[src/lzsd_pkg.sv]
// Package for the LZSS stream decompressor: window constants, state codes
// and the structs passed between the control and history modules.
// No dependencies.
package lzsd_pkg;

   localparam int WINDOW_SIZE   = 4096;
   localparam int ADDR_W        = $clog2(WINDOW_SIZE);
   localparam int COUNT_W_DEF   = 24;
   localparam int LIMIT_W       = 24;
   localparam int MATCH_MIN     = 3;
   localparam int MATCH_MAX     = 18;
   localparam int RUN_W         = $clog2(MATCH_MAX + 1);
   localparam logic [ADDR_W-1:0] START_POS = ADDR_W'(WINDOW_SIZE - MATCH_MAX);
   localparam logic [7:0]        FILL_BYTE = 8'h20;

   typedef enum logic [2:0] {
      PH_FLAG = 3'b001,
      PH_ITEM = 3'b010,
      PH_POS2 = 3'b100
   } phase_type;

   typedef enum logic [1:0] {
      ST_IDLE = 2'b01,
      ST_COPY = 2'b10
   } eng_state_type;

   typedef struct packed {
      logic              rd_en;
      logic [ADDR_W-1:0] rd_addr;
      logic              wr_en;
      logic [ADDR_W-1:0] wr_addr;
      logic [7:0]        wr_data;
   } mem_req_type;

   typedef struct packed {
      logic       valid;
      logic [7:0] data;
      logic       run_last;
      logic       stream_done;
   } emit_type;

endpackage

[src/lzsd_ctrl.sv]
// Stream parser and copy engine: flag/literal/pair decode, match copy
// sequencing through the history memory, byte count and limit register.
// Depends on lzsd_pkg.
module lzsd_ctrl
   import lzsd_pkg::*;
#(
   parameter int COUNT_WIDTH = COUNT_W_DEF
) (
   input  logic               clock,
   input  logic               reset,
   input  logic               csr_wr_en,
   input  logic [LIMIT_W-1:0] csr_wr_data,
   input  logic               req_valid,
   input  logic [7:0]         req_in_byte,
   output logic               req_stall,
   input  logic               out_free,
   output emit_type           emit,
   output mem_req_type        mem_req,
   input  logic [7:0]         rd_byte
);

   localparam int CMP_W = (COUNT_WIDTH > LIMIT_W) ? COUNT_WIDTH : LIMIT_W;

   logic [LIMIT_W-1:0]     out_length_ff;
   logic [ADDR_W-1:0]      write_pos_ff, write_pos_in;
   logic [7:0]             flag_bits_ff, flag_bits_in;
   logic [3:0]             flags_left_ff, flags_left_in;
   phase_type              phase_ff, phase_in;
   logic [7:0]             pos_low_ff, pos_low_in;
   logic [COUNT_WIDTH-1:0] produced_ff, produced_in, produced_nx;
   logic                   finished_ff, finished_in;
   eng_state_type          state_ff, state_in;
   logic [ADDR_W-1:0]      rd_addr_ff, rd_addr_in;
   logic [RUN_W-1:0]       cnt_ff, cnt_in;
   logic                   pend_ff, pend_in;

   logic       accept;
   logic       stop;
   logic       lit_emit;
   logic       copy_emit;
   logic       emit_v;
   logic [7:0] emit_byte;
   logic       done;
   logic       rd_en;
   logic [3:0] left_dec;

   assign req_stall = (state_ff != ST_IDLE) || !out_free;
   assign accept    = req_valid && !req_stall;
   assign stop      = finished_ff ||
                      (CMP_W'(produced_ff) >= CMP_W'(out_length_ff));
   assign lit_emit  = accept && !stop && (phase_ff == PH_ITEM) && flag_bits_ff[0];
   assign copy_emit = (state_ff == ST_COPY) && pend_ff && out_free;
   assign emit_v    = lit_emit || copy_emit;
   assign emit_byte = lit_emit ? req_in_byte : rd_byte;

   assign produced_nx = (produced_ff == '1) ? produced_ff : produced_ff + 1'b1;
   assign done        = CMP_W'(produced_nx) >= CMP_W'(out_length_ff);

   assign emit.valid       = emit_v;
   assign emit.data        = emit_byte;
   assign emit.run_last    = lit_emit || (cnt_ff == '0) || done;
   assign emit.stream_done = done;

   assign rd_en = (state_ff == ST_COPY) && (cnt_ff != '0) &&
                  (!pend_ff || copy_emit) && !(copy_emit && done);

   assign mem_req.rd_en   = rd_en;
   assign mem_req.rd_addr = rd_addr_ff;
   assign mem_req.wr_en   = emit_v;
   assign mem_req.wr_addr = write_pos_ff;
   assign mem_req.wr_data = emit_byte;

   assign left_dec = (flags_left_ff != 4'd0) ? flags_left_ff - 4'd1 : 4'd0;

   always_comb begin
      write_pos_in  = write_pos_ff;
      flag_bits_in  = flag_bits_ff;
      flags_left_in = flags_left_ff;
      phase_in      = phase_ff;
      pos_low_in    = pos_low_ff;
      produced_in   = produced_ff;
      finished_in   = finished_ff;
      state_in      = state_ff;
      rd_addr_in    = rd_addr_ff;
      cnt_in        = cnt_ff;
      pend_in       = pend_ff;

      if (emit_v) begin
         write_pos_in = write_pos_ff + 1'b1;
         produced_in  = produced_nx;
         if (done) begin
            finished_in = 1'b1;
         end
      end

      if (accept) begin
         if (stop) begin
            finished_in = 1'b1;
         end else begin
            unique case (phase_ff)
               PH_ITEM: begin
                  if (flag_bits_ff[0]) begin
                     flag_bits_in  = {1'b0, flag_bits_ff[7:1]};
                     flags_left_in = left_dec;
                     phase_in      = (left_dec != 4'd0) ? PH_ITEM : PH_FLAG;
                  end else begin
                     pos_low_in = req_in_byte;
                     phase_in   = PH_POS2;
                  end
               end
               PH_POS2: begin
                  flag_bits_in  = {1'b0, flag_bits_ff[7:1]};
                  flags_left_in = left_dec;
                  phase_in      = (left_dec != 4'd0) ? PH_ITEM : PH_FLAG;
                  rd_addr_in    = {req_in_byte[7:4], pos_low_ff};
                  cnt_in        = RUN_W'(req_in_byte[3:0]) + RUN_W'(MATCH_MIN);
                  pend_in       = 1'b0;
                  state_in      = ST_COPY;
               end
               default: begin
                  flag_bits_in  = req_in_byte;
                  flags_left_in = 4'd8;
                  phase_in      = PH_ITEM;
               end
            endcase
         end
      end

      if (state_ff == ST_COPY) begin
         if (rd_en) begin
            rd_addr_in = rd_addr_ff + 1'b1;
            cnt_in     = cnt_ff - 1'b1;
            pend_in    = 1'b1;
         end else if (copy_emit) begin
            pend_in = 1'b0;
         end
         if (copy_emit && done) begin
            cnt_in  = '0;
            pend_in = 1'b0;
         end
         if (cnt_in == '0 && !pend_in) begin
            state_in = ST_IDLE;
         end
      end
   end

   always_ff @(posedge clock) begin
      if (reset) begin
         out_length_ff <= '0;
         write_pos_ff  <= START_POS;
         flag_bits_ff  <= '0;
         flags_left_ff <= '0;
         phase_ff      <= PH_FLAG;
         pos_low_ff    <= '0;
         produced_ff   <= '0;
         finished_ff   <= 1'b0;
         state_ff      <= ST_IDLE;
         rd_addr_ff    <= '0;
         cnt_ff        <= '0;
         pend_ff       <= 1'b0;
      end else begin
         if (csr_wr_en) begin
            out_length_ff <= csr_wr_data;
         end
         write_pos_ff  <= write_pos_in;
         flag_bits_ff  <= flag_bits_in;
         flags_left_ff <= flags_left_in;
         phase_ff      <= phase_in;
         pos_low_ff    <= pos_low_in;
         produced_ff   <= produced_in;
         finished_ff   <= finished_in;
         state_ff      <= state_in;
         rd_addr_ff    <= rd_addr_in;
         cnt_ff        <= cnt_in;
         pend_ff       <= pend_in;
      end
   end

endmodule

[config.mk]
export PLATFORM = sky130hd
export DESIGN_NAME = lzsd_ctrl
export DESIGN_NICKNAME = d
export VERILOG_FILES = /design/src/lzsd_pkg.sv /design/src/lzsd_ctrl.sv
export SDC_FILE = /design/constraint.sdc
export NUM_CORES = 1
export LEC_CHECK = 0
export ABC_CLOCK_PERIOD_IN_PS = 5800
export BUFFER_PORTS_ARGS = -buffer_cell sky130_fd_sc_hd__clkbuf_2
export CAP_MARGIN = 20
export CORE_UTILIZATION = 45
export DETAILED_ROUTE_END_ITERATION = 12
export PLACE_DENSITY_LB_ADDON = 0.05
export SLEW_MARGIN = 25
export SYNTH_ARGS = -nofsm -noshare
export SYNTH_HDL_FRONTEND = slang
export SYNTH_SLANG_ARGS = --single-unit
[constraint.sdc]
create_clock -name clock -period 5.8 [get_ports clock]
set_clock_uncertainty 0.15 [all_clocks]
set_input_delay 1.16 -clock clock [delete_from_list [all_inputs] [get_ports clock]]
set_output_delay 1.16 -clock clock [all_outputs]
set_load 0.02 [all_outputs]
# Word-level counts from Yosys, hierarchy flattened
# Cells that the tools add are included.
# op_classes
order_cmp	2
eq_ne	6
n_reduce_logical	31
n_mux	39
bitwise	2
shift	0
mul	0
addsub	6
n_div	0
# op_table
operator	n
2-to-1 mux 12 bit	5
>= comparator 24 bit	2
2-to-1 mux 5 bit	7
adder 12 x 1 -> 12 bit (second input constant)	2
adder 24 x 1 -> 24 bit (second input constant)	1
equality test 24 bit (second input constant)	1
2-to-1 mux 24 bit	1
2-to-1 mux 8 bit	2
one-hot mux 8 bit (2 select lines)	1
2-to-1 mux 1 bit	12
2-to-1 mux 2 bit	6
logical AND 1 bit	11
zero test 5 bit	2
2-to-1 mux 4 bit	2
one-hot mux 4 bit (2 select lines)	1
nonzero test 4 bit	2
zero test 1 bit	6
logical OR 1 bit	6
one-hot mux 3 bit (2 select lines)	1
adder 4 x 2 -> 5 bit (second input constant)	1
nonzero test 5 bit	1
subtractor 5 x 1 -> 5 bit (second input constant)	1
AND reduction 4 bit	1
subtractor 4 x 1 -> 4 bit (second input constant)	1
other kinds (9)	10
# totals
register_bits	104
word_cells	99
n_memories	0
out_inout_bits	46
latch_bits	0
mem_bits_ro	0
ramBits	0

# Longest topological paths before layout
# depth
word_depth	13
mapped_depth	19

# Worst setup path after synthesis
# OpenSTA, ideal clock, no wires.
# synth_path
kind	reg-to-output
startpoint	register produced_ff[3]
endpoint	output mem_req[33] (netlist bit)
arrival_ns	3.683
path_buffers	3
path_stages_with_launch	18
setup_slack_ns	0.807
cell_sequence	dfxtp_1 -> buf_2 -> nand4_1 -> nor3_1 -> nand4_2 -> and4_1 -> nand2_2 -> or3_1 -> xnor2_1 -> ha_1 -> a21o_1 -> a221o_1 -> a221oi_1 -> o21ai_0 -> a21o_1 -> a21oi_4 -> buf_2 -> buf_4
# synth_via
elab_chain_cells	6
# synth_rtl
item	line_no	rtl
start: declaration	lzsd_ctrl.sv:30	logic [COUNT_WIDTH-1:0] produced_ff, produced_in, produced_nx;
start signal: assignment	lzsd_ctrl.sv:170	produced_ff <= produced_in;
adder 24 x 1 -> 24 bit / equality test 24 bit (equally long branches)	lzsd_ctrl.sv:56	assign produced_nx = (produced_ff == '1) ? produced_ff : produced_ff + 1'b1;
2-to-1 mux 24 bit (*)	lzsd_ctrl.sv:56	
net produced_nx[17]	lzsd_ctrl.sv:30	
>= comparator 24 bit (*)	lzsd_ctrl.sv:57	assign done = CMP_W'(produced_nx) >= CMP_W'(out_length_ff);
net done	lzsd_ctrl.sv:43	logic done;
logical AND 1 bit (*)	lzsd_ctrl.sv:65	(!pend_ff || copy_emit) && !(copy_emit && done);
zero test 1 bit (*)	lzsd_ctrl.sv:65	
logical AND 1 bit (*)	lzsd_ctrl.sv:65	
end: declaration	lzsd_ctrl.sv:18	output mem_req_type mem_req,
# Mark *: on every way through the listed nets, which the timed path passes. The rest lies on a longest branch.

==> flow_summary.toml <==
[yosys]
synth_ff_type = "dfxtp_1"
syn-num-nets = 849
ys_seq_area_frac = 0.325
ys_types = 66
yosys-mux-area-fraction = 0.0746
syn_inst = 751
synth_area_sq_um = 6410
avgSynthCellArea_sq_um = 8.53
synth_top_family_by_area = "simple AND/OR/NAND/NOR gates"
synth_top_area_frac = 0.325
synth_xor_area_frac = 0.0670
synthSimpleGateAreaFrac = 0.223
yosys_warnings = 0
synth_compound_area_frac = 0.145
synth_area_leader_cell = "dfxtp_1"
synth_fa_ha_area_frac = 0.103
synth_area_leaders = "dfxtp_1 32%, ha_1 10%, nor2_1 5.6%, mux2i_1 5.3%, xnor2_1 4.6%"
synth-edff-count = 0
synthArstFlopShare = 0
synth_seq_cells = 104

[timing]
fmax_ghz = 0.181
slew-limit-headroom = 0.364
min_period_ps = 5510
slew_violations = 0
rsz0062_at_grt = "no"
final.setup.tns_ps = 0
setup_viol = 0
worst_slew_pin_slew_ps = 955
min_period_over_period = 0.950
finalHoldViolations = 0

[route]
vias = 5446
vias_per_cell = 5.44
routed_wl_mm = 14.9
first_iter_violations = 303
ant_nets = 0
first_pass_iters = 5
wl_per_cell_microns = 14.9
drc = 0

[setup_path]
crit_path_max_fanout = 7
setup.worst_path.class = "reg2out"
cp-end-kind = "output pin"
cp-start-kind = "flip-flop"
worst_ep_arrival_time_ps = 4200
required_ps = 4490

[floorplan]
io_pins = 91
fp-row-count = 43
initial_core_util = 0.462
chipWidth_microns = 121
die_y_microns = 121
die_area_sq_um = 14700
core_sq_um = 13900

[finish]
fin_nets = 915
nFillCells = 1328
num_antenna_cells = 0
utilization = 0.520
design_area_sq_um = 7210
multiInputGateArea_sq_um = 3940
regArea_sq_um = 2090
drive_gt1_frac = 0.184
fin_cells = 1002
syn_to_final_growth_pct = 12.6

[clock_tree]
cts_sinks = 104
clk_pin_slew_worst_paths_ps = 70
clock_latency_ps = 360
cts_htree_levels = 3
cts_root_buffer = "clkbuf_16"
cts_buffers = 9
cts_tree = "built"
hold_buffers = 0
ctsLongestPathBuffers = 2

[place]
dpl-instance-area_sq_um = 6900
io_buffers = 90
dp_cells = 984
dp_hpwl_mm = 10.9
gp_congestion = 0.848

[global_routing]
grt_pass1_wl_mm = 24.6
track_usage = 0.211
grt_max_degree = 88
grt_antenna_before_repair = 0
overflow = 0
grt_pass1_vias = 5123

[pwr]
power_density_nw_per_um2 = 203
ir_drop_uv = 126
leakagePower_uw = 0.00302
power.total_uw = 1470

[run_status]
status = "finished clean"

[min_path]
min_path_type = "reg2reg"

[run]
max-cap-violations = 0
layout by cell type, fill, tap and decap left out, drive strengths merged, types with 3 or more instances in the layout:
| cell type | n |
|---|---|
| o211ai | 4 |
| ha | 53 |
| a211oi | 5 |
| a32oi | 12 |
| a22o | 6 |
| inv | 51 |
| nor4 | 5 |
| nand4 | 16 |
| dfxtp | 104 |
| buf | 7 |
| or3 | 13 |
| xnor2 | 34 |
| clkbuf | 100 |
| a31oi | 15 |
| a21o | 8 |
| nand2 | 54 |
| nor3 | 13 |
| or2 | 4 |
| nor2b | 3 |
| nand3 | 26 |
| nor4b | 3 |
| and4 | 4 |
| nand3b | 19 |
| and3 | 13 |
| o21ai | 25 |
| nor2 | 99 |
| mux2 | 11 |
| xor2 | 15 |
| a22oi | 7 |
| a21oi | 33 |
| mux2i | 35 |
synth_stat cells, types with 3 or more instances:
master,count
or2_2,4
nand3b_1,19
nor4b_1,3
a22oi_1,7
nor4_1,3
a211oi_1,4
and3_1,12
xnor2_1,34
nor2_1,96
and4_1,4
inv_1,46
a21o_1,8
buf_1,3
ha_1,53
nor2b_1,3
nand4_1,14
a22o_1,6
a31oi_1,14
nor3_1,12
o21ai_0,25
mux2_2,11
a21oi_1,32
a32oi_1,12
o211ai_1,4
mux2i_1,34
clkbuf_1,16
or3_1,13
nand2_1,53
buf_4,12
buf_2,10
nand3_1,26
xor2_1,15
dfxtp_1,104
metal layers:
| layer | track usage | share of wire | vias up | wire length [microns] |
|---|---|---|---|---|
| met2 | 0.358 | 0.47 | 96 | 7060 |
| met3 | 0.0428 | 0.039 | 10 | 575 |
| li1 | - | - | 2789 | - |
| met1 | 0.272 | 0.48 | 2551 | 7150 |
| met5 | 0 | 0 | - | 0 |
| met4 | 0.0455 | 0.0085 | 0 | 126 |
layout make-up:
type / instances / area share
clock buffers: 10 / 0.0317
clock inverters: 6 / 0.00677
inverters: 47 / 0.0245
multi-input cells: 558 / 0.547
flip-flops and latches: 104 / 0.289
well taps: 180 / 0.0312
repair buffers: 97 / 0.0697
timing repair:
| action | CTS | global route |
|---|---|---|
| endpoints found under the setup margin | 0 | 2 |
| buffers inserted | 0 | 2 |
| gates resized for setup | 0 | 9 |
report_power, final:
| part | switching [uW] | internal [uW] | total [uW] |
|---|---|---|---|
| clock | 289 | 298 | 587 |
| sequential | 8.48 | 728 | 737 |
| combinational | 85.7 | 56.3 | 142 |
| total | 383 | 1080 | 1470 |
flip-flops by register name (all words and copies together), names as in the netlist, 2 cells and up:
signal,flops
flags_left_ff,4
flag_bits_ff,8
rd_addr_ff,12
produced_ff,24
phase_ff,3
out_length_ff,24
pos_low_ff,8
cnt_ff,5
write_pos_ff,12
state_ff,2
critical path: stages (launching register included):
cell and delay, ps:
dfxtp_1 340, ha_1 240, nand3_1 130, nor3_4 60
nand4_2 70, and4_1 260, nand2_2 120, or3_1 410
xnor2_1 140, ha_1 300, a21o_1 190, a221o_1 330
a221oi_1 320, o21ai_1 140, a21o_1 190, or3_1 410
clkbuf_2 170
metrics by stage:
step           worst slack [ps]  hold slack (ps)
3_3_place_gp                609              300
3_5_place_dp                465              298
4_1_cts                    63.8              312
5_1_grt                    20.4              348
6_report                    289              308
2_1_floorplan               807              281
kinds of logic (layout without fill, tap and decap cells):
| group | after synthesis | count (layout) |
|---|---|---|
| compound gates | 131 | 131 |
| xor+xnor | 49 | 49 |
| fa+ha+maj | 53 | 53 |
| buf+inv | 89 | 160 |
| flops | 104 | 104 |
| mux | 46 | 46 |
| simple gates | 279 | 279 |
worst paths after layout:
check                 start            end  slack [ps]  cells past startpoint
max          produced_ff[0]        emit[1]         290                     16
max reg2reg  produced_ff[0]  rd_addr_ff[0]        1190                     19
min reg2reg   pos_low_ff[0]  rd_addr_ff[0]         310                      2
min           pos_low_ff[0]  rd_addr_ff[0]         310                      2
No activity file was read; power rests on OpenSTA's default activity.
